<file path="config.mk">
export PLATFORM = sky130hd
export DESIGN_NAME = node_pool_sorted_lists_mark_sweep_top
export DESIGN_NICKNAME = d
export VERILOG_FILES = /design/src/design/npsl_pkg.sv /design/src/design/node_pool_sorted_lists_mark_sweep_top.sv /design/src/design/npsl_ctrl.sv /design/src/design/npsl_dp.sv
export SDC_FILE = /design/constraint.sdc
export NUM_CORES = 1
export LEC_CHECK = 0
export BUFFER_PORTS_ARGS = -buffer_cell sky130_fd_sc_hd__buf_2
export CORE_MARGIN = 2
export CORE_UTILIZATION = 55
export DETAILED_ROUTE_END_ITERATION = 8
export GPL_TIMING_DRIVEN = 0
export MAX_ROUTING_LAYER = met4
export PLACE_DENSITY = 0.74
export SYNTH_ARGS = -nofsm -noshare
export SYNTH_HDL_FRONTEND = slang
export SYNTH_HIERARCHICAL = 1
export SYNTH_SLANG_ARGS = --single-unit
</file>
<file path="constraint.sdc">
create_clock -name aclk -period 5.7 [get_ports aclk]
set_input_delay 0 -clock aclk [delete_from_list [all_inputs] [get_ports aclk]]
set_output_delay 0 -clock aclk [all_outputs]
set_load 0.03 [all_outputs]
</file>
<file path="src/design/npsl_pkg.sv">
// Package for the node pool block: sizes, mode and status codes, controller states, command and status structs.
// No dependencies.
package npsl_pkg;

    localparam int NODES_DEF = 16;
    localparam int KEY_BITS_DEF = 16;

    typedef enum logic [1:0] {
        MODE_INSERT  = 2'd0,
        MODE_DELETE  = 2'd1,
        MODE_COLLECT = 2'd2,
        MODE_NONE    = 2'd3
    } mode_t;

    typedef enum logic [1:0] {
        ST_OK       = 2'd0,
        ST_NO_FREE  = 2'd1,
        ST_EMPTY    = 2'd2,
        ST_NOTFOUND = 2'd3
    } status_t;

    typedef enum logic [3:0] {
        S_IDLE,
        S_DECODE,
        S_INS_WALK,
        S_DEL_WALK,
        S_MARK,
        S_SWEEP,
        S_DONE
    } state_t;

    // Commands from the controller to the datapath.
    typedef struct packed {
        logic start;
        logic decode;
        logic ins_step;
        logic del_step;
        logic mark_step;
        logic sweep_step;
        logic finish;
    } cmd_t;

    // Status from the datapath to the controller.
    typedef struct packed {
        logic is_insert;
        logic is_delete;
        logic is_collect;
        logic decode_done;
        logic walk_done;
        logic mark_done;
        logic sweep_done;
    } stat_t;

endpackage

</file>
<file path="src/design/node_pool_sorted_lists_mark_sweep_top.sv">
// Node pool with two sorted lists, a free list and mark and sweep collection.
// A result is registered after the decode step when the first node settles the operation,
// else after the list walk; a collection runs a mark walk over the three lists and a sweep.
// Throughput is set by the single list walker: one word at a time. A word is taken once
// the controller is idle; its result waits until the previous one has been delivered.
// Reset is synchronous, active low, and restores the pool to its initial free list at once.
module node_pool_sorted_lists_mark_sweep_top #(
    parameter int NODES    = npsl_pkg::NODES_DEF,
    parameter int KEY_BITS = npsl_pkg::KEY_BITS_DEF
) (
    input  logic                     aclk,
    input  logic                     aresetn,
    input  logic                     s_valid,
    output logic                     s_ready,
    input  logic [1:0]               s_mode,
    input  logic                     s_list_select,
    input  logic signed [15:0]       s_key_value,
    output logic                     m_valid,
    input  logic                     m_ready,
    output logic [1:0]               m_status,
    output logic [$clog2(NODES):0]   m_node_index,
    output logic [$clog2(NODES):0]   m_reclaimed_count
);
    import npsl_pkg::*;

    cmd_t  cmd;
    stat_t stat;
    logic  idle, in_fire;
    logic  m_valid_reg;
    logic [1:0] res_status;
    logic [$clog2(NODES):0] res_index, res_count;
    logic [1:0] status_reg;
    logic [$clog2(NODES):0] index_reg, count_reg;

    assign s_ready = idle;
    assign in_fire = s_valid && s_ready;

    npsl_ctrl u_ctrl (
        .aclk(aclk), .aresetn(aresetn), .in_fire(in_fire),
        .out_busy(m_valid_reg && !m_ready), .stat(stat), .cmd(cmd), .idle(idle)
    );

    npsl_dp #(.NODES(NODES), .KEY_BITS(KEY_BITS)) u_dp (
        .aclk(aclk), .aresetn(aresetn), .cmd(cmd),
        .in_mode(s_mode), .in_list(s_list_select), .in_key(s_key_value),
        .stat(stat), .res_status(res_status), .res_index(res_index),
        .res_count(res_count)
    );

    // Output register for the result word.
    always_ff @(posedge aclk) begin
        if (!aresetn) begin
            m_valid_reg <= 1'b0;
        end else begin
            if (m_valid_reg && m_ready) m_valid_reg <= 1'b0;
            if (cmd.finish) begin
                m_valid_reg <= 1'b1;
                status_reg  <= res_status;
                index_reg   <= res_index;
                count_reg   <= res_count;
            end
        end
    end

    assign m_valid = m_valid_reg;
    assign m_status = status_reg;
    assign m_node_index = index_reg;
    assign m_reclaimed_count = count_reg;

endmodule

</file>
<file path="src/design/npsl_ctrl.sv">
// Controller state machine for the node pool block.
// Depends on npsl_pkg.
module npsl_ctrl (
    input  logic            aclk,
    input  logic            aresetn,
    input  logic            in_fire,
    input  logic            out_busy,
    input  npsl_pkg::stat_t stat,
    output npsl_pkg::cmd_t  cmd,
    output logic            idle
);
    import npsl_pkg::*;

    state_t state_reg, state_next;

    // State register.
    always_ff @(posedge aclk) begin
        if (!aresetn) begin
            state_reg <= S_IDLE;
        end else begin
            state_reg <= state_next;
        end
    end

    // Next state.
    always_comb begin
        state_next = state_reg;
        unique case (state_reg)
            S_IDLE: begin
                if (in_fire) state_next = S_DECODE;
            end
            S_DECODE: begin
                if (stat.decode_done) state_next = S_DONE;
                else if (stat.is_insert) state_next = S_INS_WALK;
                else if (stat.is_delete) state_next = S_DEL_WALK;
                else state_next = S_MARK;
            end
            S_INS_WALK, S_DEL_WALK: begin
                if (stat.walk_done) state_next = S_DONE;
            end
            S_MARK: begin
                if (stat.mark_done) state_next = S_SWEEP;
            end
            S_SWEEP: begin
                if (stat.sweep_done) state_next = S_DONE;
            end
            S_DONE: begin
                if (!out_busy) state_next = S_IDLE;
            end
            default: state_next = S_IDLE;
        endcase
    end

    // Command outputs.
    always_comb begin
        cmd = '0;
        idle = 1'b0;
        unique case (state_reg)
            S_IDLE: begin
                idle = 1'b1;
                cmd.start = in_fire;
            end
            S_DECODE:   cmd.decode = 1'b1;
            S_INS_WALK: cmd.ins_step = 1'b1;
            S_DEL_WALK: cmd.del_step = 1'b1;
            S_MARK:     cmd.mark_step = 1'b1;
            S_SWEEP:    cmd.sweep_step = 1'b1;
            S_DONE:     cmd.finish = !out_busy;
            default:    cmd = '0;
        endcase
    end

endmodule

</file>
<file path="src/design/npsl_dp.sv">
// Datapath for the node pool block: key and link stores, marks, heads, walkers.
// Depends on npsl_pkg.
module npsl_dp #(
    parameter int NODES    = npsl_pkg::NODES_DEF,
    parameter int KEY_BITS = npsl_pkg::KEY_BITS_DEF
) (
    input  logic                     aclk,
    input  logic                     aresetn,
    input  npsl_pkg::cmd_t           cmd,
    input  logic [1:0]               in_mode,
    input  logic                     in_list,
    input  logic signed [15:0]       in_key,
    output npsl_pkg::stat_t          stat,
    output logic [1:0]               res_status,
    output logic [$clog2(NODES):0]   res_index,
    output logic [$clog2(NODES):0]   res_count
);
    import npsl_pkg::*;

    localparam int IW = $clog2(NODES);
    localparam int PW = IW + 1;
    localparam logic [PW-1:0] NIL = PW'(NODES);

    // Pool stores; small enough for flip-flops read through multiplexers.
    logic signed [KEY_BITS-1:0] keys_reg [NODES];
    logic [PW-1:0]              links_reg [NODES];
    logic [NODES-1:0]           marks_reg;
    logic [PW-1:0] head0_reg, head1_reg, free_reg;

    logic [1:0]    mode_reg;
    logic          sel_reg;
    logic signed [KEY_BITS-1:0] key_reg;
    logic [PW-1:0] prev_reg, cur_reg, tnode_reg;
    logic [PW-1:0] steps_reg;
    logic [1:0]    pass_reg;
    logic [1:0]    status_reg;
    logic [PW-1:0] index_reg, count_reg;

    logic signed [KEY_BITS-1:0] key_ext;
    logic [PW-1:0] head_sel, free_next_link, cur_next, prev_link, head_link;
    logic cur_nil;

    function automatic logic [PW-1:0] nil_fix(input logic [PW-1:0] v);
        nil_fix = (v >= NIL) ? NIL : v;
    endfunction

    assign key_ext  = KEY_BITS'(in_key);
    assign head_sel = sel_reg ? head1_reg : head0_reg;
    assign free_next_link = (free_reg < NIL) ? nil_fix(links_reg[free_reg[IW-1:0]]) : NIL;
    assign cur_nil  = (cur_reg >= NIL);
    assign cur_next = cur_nil ? NIL : nil_fix(links_reg[cur_reg[IW-1:0]]);
    assign prev_link = (prev_reg < NIL) ? nil_fix(links_reg[prev_reg[IW-1:0]]) : NIL;
    assign head_link = (head_sel < NIL) ? nil_fix(links_reg[head_sel[IW-1:0]]) : NIL;

    // Status back to the controller.
    always_comb begin
        stat = '0;
        stat.is_insert  = (mode_reg == MODE_INSERT);
        stat.is_delete  = (mode_reg == MODE_DELETE);
        stat.is_collect = (mode_reg == MODE_COLLECT);
        stat.decode_done = (mode_reg == MODE_NONE)
            || (mode_reg == MODE_INSERT && (free_reg >= NIL || head_sel >= NIL
                || key_reg < keys_reg[head_sel[IW-1:0]]))
            || (mode_reg == MODE_DELETE && (head_sel >= NIL
                || keys_reg[head_sel[IW-1:0]] == key_reg));
        stat.walk_done = cur_nil || steps_reg >= NIL
            || (mode_reg == MODE_INSERT && !(key_reg > keys_reg[cur_reg[IW-1:0]]))
            || (mode_reg == MODE_DELETE && keys_reg[cur_reg[IW-1:0]] == key_reg);
        stat.mark_done  = (pass_reg == 2'd2) && (cur_nil || steps_reg >= NIL);
        stat.sweep_done = (steps_reg == NIL - PW'(1));
    end

    // Head writes go to the selected list.
    task automatic set_head(input logic [PW-1:0] v);
        if (sel_reg) head1_reg <= v;
        else head0_reg <= v;
    endtask

    always_ff @(posedge aclk) begin
        if (!aresetn) begin
            for (int i = 0; i < NODES; i++) begin
                keys_reg[i]  <= '0;
                links_reg[i] <= PW'(i + 1);
            end
            marks_reg <= '0;
            head0_reg <= NIL;
            head1_reg <= NIL;
            free_reg  <= '0;
        end else begin
            if (cmd.start) begin
                mode_reg   <= in_mode;
                sel_reg    <= in_list;
                key_reg    <= key_ext;
                status_reg <= ST_OK;
                index_reg  <= NIL;
                count_reg  <= '0;
                steps_reg  <= '0;
                pass_reg   <= '0;
            end
            // First step of every operation.
            if (cmd.decode) begin
                unique case (mode_reg)
                    MODE_INSERT: begin
                        if (free_reg >= NIL) begin
                            status_reg <= ST_NO_FREE;
                        end else begin
                            free_reg  <= free_next_link;
                            keys_reg[free_reg[IW-1:0]] <= key_reg;
                            index_reg <= free_reg;
                            tnode_reg <= free_reg;
                            if (head_sel >= NIL) begin
                                links_reg[free_reg[IW-1:0]] <= NIL;
                                set_head(free_reg);
                            end else if (key_reg < keys_reg[head_sel[IW-1:0]]) begin
                                links_reg[free_reg[IW-1:0]] <= head_sel;
                                set_head(free_reg);
                            end else begin
                                links_reg[free_reg[IW-1:0]] <= NIL;
                                prev_reg <= head_sel;
                                cur_reg  <= (head_link == free_reg) ? NIL : head_link;
                            end
                        end
                    end
                    MODE_DELETE: begin
                        if (head_sel >= NIL) begin
                            status_reg <= ST_EMPTY;
                        end else if (keys_reg[head_sel[IW-1:0]] == key_reg) begin
                            index_reg <= head_sel;
                            set_head(head_link);
                        end else begin
                            prev_reg <= head_sel;
                            cur_reg  <= head_link;
                        end
                    end
                    MODE_COLLECT: begin
                        cur_reg <= head0_reg;
                    end
                    default: ;
                endcase
            end
            // One node of the insert walk per cycle.
            if (cmd.ins_step) begin
                steps_reg <= steps_reg + PW'(1);
                if (cur_nil || steps_reg >= NIL) begin
                    links_reg[prev_reg[IW-1:0]] <= tnode_reg;
                end else if (!(key_reg > keys_reg[cur_reg[IW-1:0]])) begin
                    links_reg[tnode_reg[IW-1:0]] <= cur_reg;
                    links_reg[prev_reg[IW-1:0]]  <= tnode_reg;
                end else begin
                    prev_reg <= cur_reg;
                    cur_reg  <= cur_next;
                end
            end
            // One node of the delete walk per cycle.
            if (cmd.del_step) begin
                steps_reg <= steps_reg + PW'(1);
                if (cur_nil || steps_reg >= NIL) begin
                    status_reg <= ST_NOTFOUND;
                end else if (keys_reg[cur_reg[IW-1:0]] == key_reg) begin
                    index_reg <= cur_reg;
                    links_reg[prev_reg[IW-1:0]] <= cur_next;
                end else begin
                    prev_reg <= cur_reg;
                    cur_reg  <= cur_next;
                end
            end
            // Mark walk over the three lists in turn.
            if (cmd.mark_step) begin
                if (cur_nil || steps_reg >= NIL) begin
                    pass_reg  <= pass_reg + 2'd1;
                    steps_reg <= '0;
                    cur_reg   <= (pass_reg == 2'd0) ? head1_reg : free_reg;
                end else begin
                    marks_reg[cur_reg[IW-1:0]] <= 1'b1;
                    cur_reg   <= cur_next;
                    steps_reg <= steps_reg + PW'(1);
                end
            end
            // Sweep one index per cycle, ascending; marks are cleared as they go.
            if (cmd.sweep_step) begin
                steps_reg <= steps_reg + PW'(1);
                if (!marks_reg[steps_reg[IW-1:0]]) begin
                    links_reg[steps_reg[IW-1:0]] <= free_reg;
                    keys_reg[steps_reg[IW-1:0]]  <= '0;
                    free_reg  <= steps_reg;
                    count_reg <= count_reg + PW'(1);
                end
                marks_reg[steps_reg[IW-1:0]] <= 1'b0;
            end
        end
    end

    assign res_status = status_reg;
    assign res_index  = index_reg;
    assign res_count  = count_reg;

endmodule

</file>
==> results of run 1 <==
==> path summary, 6_finish.rpt <==
kind / slack (ps) / cells after the start / endpoint / start
worst max-delay path: -30 / 20 / u_dp/links_reg[9][0]$_DFFE_PP_ / u_dp/sel_reg$_DFFE_PP_
worst min register to register: 440 / 0 / u_dp/tnode_reg[3]$_DFFE_PP_ / u_dp/free_reg[3]$_SDFF_PN0_
worst max register to register: -30 / 20 / u_dp/links_reg[9][0]$_DFFE_PP_ / u_dp/sel_reg$_DFFE_PP_
worst min-delay path: 20 / 5 / u_ctrl/state_reg[0]$_SDFFE_PN0P_ / s_valid
==> power groups by stage <==
stage,sequential [mW],combinational (mW),clock (mW)
final,3.69,3.22,3.20
after global placement,3.68,2.97,0
after CTS,3.67,3.01,3.21
after floorplan,3.61,1.98,0
after detailed placement,3.68,3.01,0
after global routing,3.70,3.30,3.32
==> cell usage in the layout (no fill, tap or decap), types with 21 or more instances in the layout <==
cell           instances
ha_1                  40
a21oi_1              199
mux2i_1               29
buf_2                 66
nand3_1              277
edfxtp_1             144
dfxtp_1              293
buf_4                 25
nand4_1               24
mux4_2               216
a22o_1               119
clkbuf_16             50
dlygate4sd3_1         21
clkbuf_1             157
o21ai_0              119
inv_1                 39
nand2_1              359
a31oi_1               26
nor3_1                58
nor2_1               149
==> worst max-delay path, cell delays in order (launching register included) <==
cell and delay, ps:
edfxtp_1 340, buf_6 180, mux2i_1 680, buf_6 250, clkbuf_1 590, nand2_1 120, nand3_1 140, o21ai_2 90
ha_1 340, nand4_1 220, or2_2 380, a211oi_2 280, a211oi_2 90, mux2i_2 170, buf_4 180, clkbuf_4 230
nand4_1 110, buf_4 230, o21ai_0 160, o21ai_0 130, a211oi_1 530
==> metal layers <==
| layer | part of all wire [%] | wire length [um] |
|---|---|---|
| met5 | 0 | 0 |
| met4 | 5.0 | 5670 |
| met3 | 18 | 20900 |
| met1 | 36 | 41200 |
| met2 | 40 | 45300 |
==> Yosys cell counts, types with 7 or more instances <==
cell,number,area (um^2)
nand2_1,360,1350
dfxtp_1,295,5910
nand3_1,277,1390
mux4_2,216,4860
a21oi_1,200,1000
clkbuf_1,181,679
nor2_1,150,563
edfxtp_1,144,4320
o21ai_0,131,656
a22o_1,119,1040
nor3_1,58,290
ha_1,40,500
inv_1,39,146
buf_2,36,180
mux2i_1,34,340
a31oi_1,26,163
nand4_1,24,150
a211oi_1,23,173
buf_1,23,86.3
o211ai_1,20,150
and2_1,19,119
nor2b_1,18,113
o221a_2,17,191
nand2b_1,14,87.6
o22ai_1,14,87.6
and3_1,11,68.8
o221ai_1,11,96.3
a22oi_1,10,75.1
nor3b_1,10,75.1
mux2_2,9,101
o31ai_1,9,67.6
a221oi_1,7,61.3
buf_6,7,78.8
o21a_1,7,52.6
or2_2,7,43.8
or3_1,7,43.8
==> area by class of cell <==
class | instances | area, um^2
clock buffers | 71 | 1390
repair buffers | 74 | 556
multi-input cells | 1951 | 15000
inverters | 44 | 165
diodes | 7 | 17.5
plain buffers | 244 | 1170
well taps | 615 | 769
clock inverters | 18 | 203
flip-flops and latches | 439 | 10200
fillers | 4021 | 18000
==> through the flow <==
step                setup WS (ps)  power, mW  cell area (um^2)  setup TNS (ps)
CTS                          2.15       9.89             29400               0
finish                      -32.9       10.1             29500           -34.3
global placement            -2370       6.64             27300         -293410
global route                 2.45       10.3             29500               0
floorplan                     397       5.58             26300               0
detailed placement          -2340       6.69             27300         -292460
==> kinds of logic after synthesis <==
family                   after synthesis  synth area share, %
AO/OA/AOI/OAI                        639                 16.0
XOR/XNOR                               8                0.266
adder cells (fa/ha/maj)               40                 1.90
buffers and inverters                297                 4.69
flip-flops                           439                 38.9
multiplexers                         260                 20.2
AND/OR/NAND/NOR                     1004                 18.1
==> what timing repair did <==
| item | in CTS | in global routing |
|---|---|---|
| endpoints found under the hold margin | 22 | 0 |
| cloned | 0 | 1 |
| endpoints found under the setup margin | 191 | 171 |
| pin swaps | 4 | 3 |
| buffers inserted | 11 | 3 |
| hold buffers | 21 | 0 |
| resized for setup | 78 | 50 |
==> flow_metrics.tcl, run 1 <==
set metrics [dict create \
    critical_path_arrival_ps 6070 \
    synth-edff-count 144 \
    synthesis.nets 2750 \
    peakVddDrop_uv 235 \
    cp-end-kind "flip-flop" \
    power_density_nw_per_um2 342 \
    stdcell_count 3463 \
    grt_start_max_net_pins 34 \
    wl_per_cell_um 32.7 \
    postSynthAreaPerCell_um2 9.80 \
    worst_pin_slew_ps 1170 \
    cts_buffers 48 \
    drc_errors 0 \
    grt_antenna_before_repair 8 \
    place_inst 3340 \
    rows 80 \
    die_y_um 223 \
    finalCritPeriodShare_pct 101 \
    dr.pass1.iters 9 \
    grt-ovfl-total 0 \
    met1_usage_pct 60.2 \
    dieWidth_um 223 \
    vias 25900 \
    cts_tree "built" \
    core-area_um2 47500 \
    setup_slack_ps -32.9 \
    synthCells 2687 \
    ys.flop_type "dfxtp_1" \
    rsz0062_at_grt "no" \
    switching_share_pct 36.9 \
    synthesis.area_um2 26300 \
    io_pins 37 \
    largest_reg_flops 256 \
    relSlewSlack_pct 21.9 \
    skew_ps 38.1 \
    p_sw_mw 3.73 \
    grt_pass1_wl_mm 160 \
    ys_ff_latch 439 \
    max_freq_mhz 174 \
    drv_cap 0 \
    first_global_vias 23800 \
    htreeDepth 2 \
    ys_seq_area_share_pct 38.9 \
    worst_hold_path_type "in2reg" \
    pwr-share-clk_pct 31.7 \
    dieArea_um2 49600 \
    area_delta_synth_final_pct 12.2 \
    internal_power_mw 6.38 \
    synth_warnings 6 \
    numPortBuffers 36 \
    initial_core_util_pct 55.4 \
    period_needed_ps 5730 \
    leakage_nw 10.1 \
    insertion_delay_ps 630 \
    antenna_left 0 \
    place.gp.congestion 1.08 \
    finalWirelength_mm 113 \
    cts_sinks 439 \
    worstSetupPathType "reg2reg" \
    clockBufferDepth 3 \
    grt.busiest_layer "met2" \
    crit_fanout 10 \
    grtUsageTotal_pct 45.9 \
    gr-usage-met3_pct 21.2 \
    comb_power_share_pct 31.8 \
    seqPwrFrac_pct 36.5 \
    drt_iter0_markers 4223 \
    dp_hpwl_mm 86.0 \
    grtUsageMet2_pct 60.8 \
    fin_util_pct 62.1 \
    report.final.slew_viol_count 0 \
    fin_nets 2865 \
    cp-start-kind "flip-flop" \
    ys_types 89 \
    cp.required_ps 6040 \
    async_reset_ff_share_pct 0 \
    clk_pin_slew_ps 60 \
    hold_slack_ps 23.2 \
    failed_checks "negative setup slack" \
    hold_viol 0 \
    status "finished, violations left" \
    viasPerCell 7.48 \
    setup_viol 2 \
    cts_root_buffer "clkbuf_16" \
    drive_above_1_share_pct 18.1 \
]
No activity file was read; power rests on OpenSTA's default activity.
==> run 2: changes to the inputs <==
--- a/config.mk
+++ b/config.mk
@@ -7,11 +7,11 @@
 export LEC_CHECK = 0
 export BUFFER_PORTS_ARGS = -buffer_cell sky130_fd_sc_hd__buf_2
 export CORE_MARGIN = 2
-export CORE_UTILIZATION = 55
+export CORE_UTILIZATION = 50
 export DETAILED_ROUTE_END_ITERATION = 8
 export GPL_TIMING_DRIVEN = 0
 export MAX_ROUTING_LAYER = met4
-export PLACE_DENSITY = 0.74
+export PLACE_DENSITY = 0.68
 export SYNTH_ARGS = -nofsm -noshare
 export SYNTH_HDL_FRONTEND = slang
 export SYNTH_HIERARCHICAL = 1
==> flow_metrics.tcl, run 2 (synthesis results as in run 1) <==
set metrics [dict create \
    grtUsageTotal_pct 42.7 \
    dr.pass1.iters 9 \
    insertion_delay_ps 620 \
    area_delta_synth_final_pct 12.5 \
    grt_antenna_before_repair 4 \
    first_global_vias 23400 \
    core-area_um2 52300 \
    final_cell_mix "360 x nand2_1, 293 x dfxtp_1, 277 x nand3_1" \
    peakVddDrop_uv 303 \
    io_pins 37 \
    finalWirelength_mm 115 \
    worst_pin_slew_ps 1280 \
    wl_per_cell_um 32.5 \
    cts_sinks 439 \
    worstReg2RegEnd "u_dp/links_reg[13][0]$_DFFE_PP_" \
    place.gp.congestion 1.09 \
    cp-end-kind "flip-flop" \
    worstSetupPathType "reg2reg" \
    die_y_um 233 \
    min_to "u_dp/cur_reg[0]$_DFFE_PP_" \
    clk_pin_slew_ps 60 \
    vias 25400 \
    drv_cap 0 \
    cts_root_buffer "clkbuf_16" \
    crit_chain "buf_6 -> mux2i_4 -> buf_6 -> buf_4 -> mux4_2 -> nand2_1 -> nand2_1 -> o21ai_2 -> ha_1 -> a211o_1 -> a21oi_1 -> o21ai_0 -> a311o_1 -> mux2i_2 -> buf_4 -> clkbuf_4 -> nand4_1 -> buf_4 -> buf_2 -> o21ai_1 -> o21ai_0 -> a31oi_2" \
    dieArea_um2 54500 \
    fin_nets 2866 \
    critical_path_arrival_ps 6060 \
    rrSetupSlack_ps 70 \
    max_freq_mhz 178 \
    finalCritPeriodShare_pct 98.7 \
    grt_start_max_net_pins 34 \
    cpMostUsedCell "buf_4" \
    relSlewSlack_pct 14.8 \
    reg2regPathDepth 22 \
    htreeDepth 2 \
    hold_viol 0 \
    cp-start-kind "flip-flop" \
    failed_checks "design-rule violations" \
    layout_commonest_cell "nand2_1" \
    crit_fanout 10 \
    numPortBuffers 36 \
    viasPerCell 7.17 \
    drive_above_1_share_pct 18.1 \
    skew_ps 26.5 \
    cp.required_ps 6130 \
    rows 84 \
    largest_reg_flops 256 \
    worst_hold_path_type "in2reg" \
    dieWidth_um 233 \
    period_needed_ps 5630 \
    tns_ps 0 \
    leakage_nw 10.1 \
    clockBufferDepth 3 \
    initial_core_util_pct 50.3 \
    hp-start "aresetn" \
    setup_viol 0 \
    drt_iter0_markers 3987 \
    hold_slack_ps 27.3 \
    grt_pass1_wl_mm 162 \
    dp_hpwl_mm 87.6 \
    critical_path.slowest_cell "mux4_2" \
    report.final.slew_viol_count 0 \
    cts_tree "built" \
    grt-ovfl-total 0 \
    drc_errors 6 \
    worstReg2RegStart "u_dp/sel_reg$_DFFE_PP_" \
    status "finished, violations left" \
    antenna_left 0 \
    power_density_nw_per_um2 344 \
    hold_depth 1 \
    slowest_delay_ps 540 \
    cts_buffers 48 \
]
[run 2: repair_timing]
action                                  4_1_cts  5_1_grt
endpoints found under the setup margin      191       78
setup buffers                                13        0
gates resized for setup                      83       33
hold buffers                                 21        0
cloned                                        0        1
pin swaps                                     6        5
hold endpoints to repair                     23        0
[run 2: per-layer routing]
layer | vias to the layer above | routed length, um | track usage, %
li1 | 10400 | - | -
met1 | 12500 | 43600 | 56.6
met2 | 2162 | 47500 | 58.7
met3 | 321 | 18500 | 15.9
met4 | 0 | 5430 | 17.6
met5 | - | 0 | -
[run 2: worst max-delay path: cells and delay by family, from the launching register on]
| family | cells | cell delay (ps) |
|---|---|---|
| AO/OA/AOI/OAI | 8 | 1720 |
| multiplexers | 3 | 1090 |
| flip-flops | 1 | 340 |
| adder cells (fa/ha/maj) | 1 | 320 |
| AND/OR/NAND/NOR | 3 | 350 |
| buffers and inverters | 7 | 1580 |
[run 2: through the flow]
step | instance area, um^2 | power [mW] | instances | util, % | setup slack [ps]
3_3_place_gp | 27400 | 6.73 | 3411 | 52.3 | -2540
6_report | 29600 | 10.2 | 3538 | 56.6 | 72.0
4_1_cts | 29500 | 10.0 | 3529 | 56.3 | 1.94
3_5_place_dp | 27400 | 6.78 | 3414 | 52.4 | -2550
2_1_floorplan | 26300 | 5.58 | 2687 | - | 397
5_1_grt | 29600 | 10.4 | 3538 | 56.6 | -16.3
[run 2: where the power goes]
part	switching [mW]	internal (mW)	leakage [nW]
Sequential	0.248	3.46	3.69
Clock	1.37	1.83	0.779
Combinational	2.19	1.10	5.67
Total	3.80	6.38	10.1
[run 2: worst max path at each step]
| stage | start | to | slack (ps) |
|---|---|---|---|
| after detailed placement | u_dp/sel_reg$_DFFE_PP_ | u_dp/links_reg[11][1]$_DFFE_PP_ | -2550 |
| after global routing | u_dp/sel_reg$_DFFE_PP_ | u_dp/links_reg[13][0]$_DFFE_PP_ | -20 |
| after global placement | u_dp/sel_reg$_DFFE_PP_ | u_dp/links_reg[9][1]$_DFFE_PP_ | -2540 |
| after CTS | u_dp/sel_reg$_DFFE_PP_ | u_dp/links_reg[11][0]$_DFFE_PP_ | 2 |
| after floorplan | flip-flop | u_dp/links_reg[10][2]$_DFFE_PP_ | 400 |
| final | u_dp/sel_reg$_DFFE_PP_ | u_dp/links_reg[13][0]$_DFFE_PP_ | 70 |
[run 2: cell type report]
class,count,area [um^2]
sequential,439,10200
fill,4600,22700
antenna,9,22.5
inverter,44,165
clock buffer,66,1330
clock inverter,22,249
timing repair buffer,74,563
buffer,245,1180
multi-input combinational,1951,15000
tap,688,861
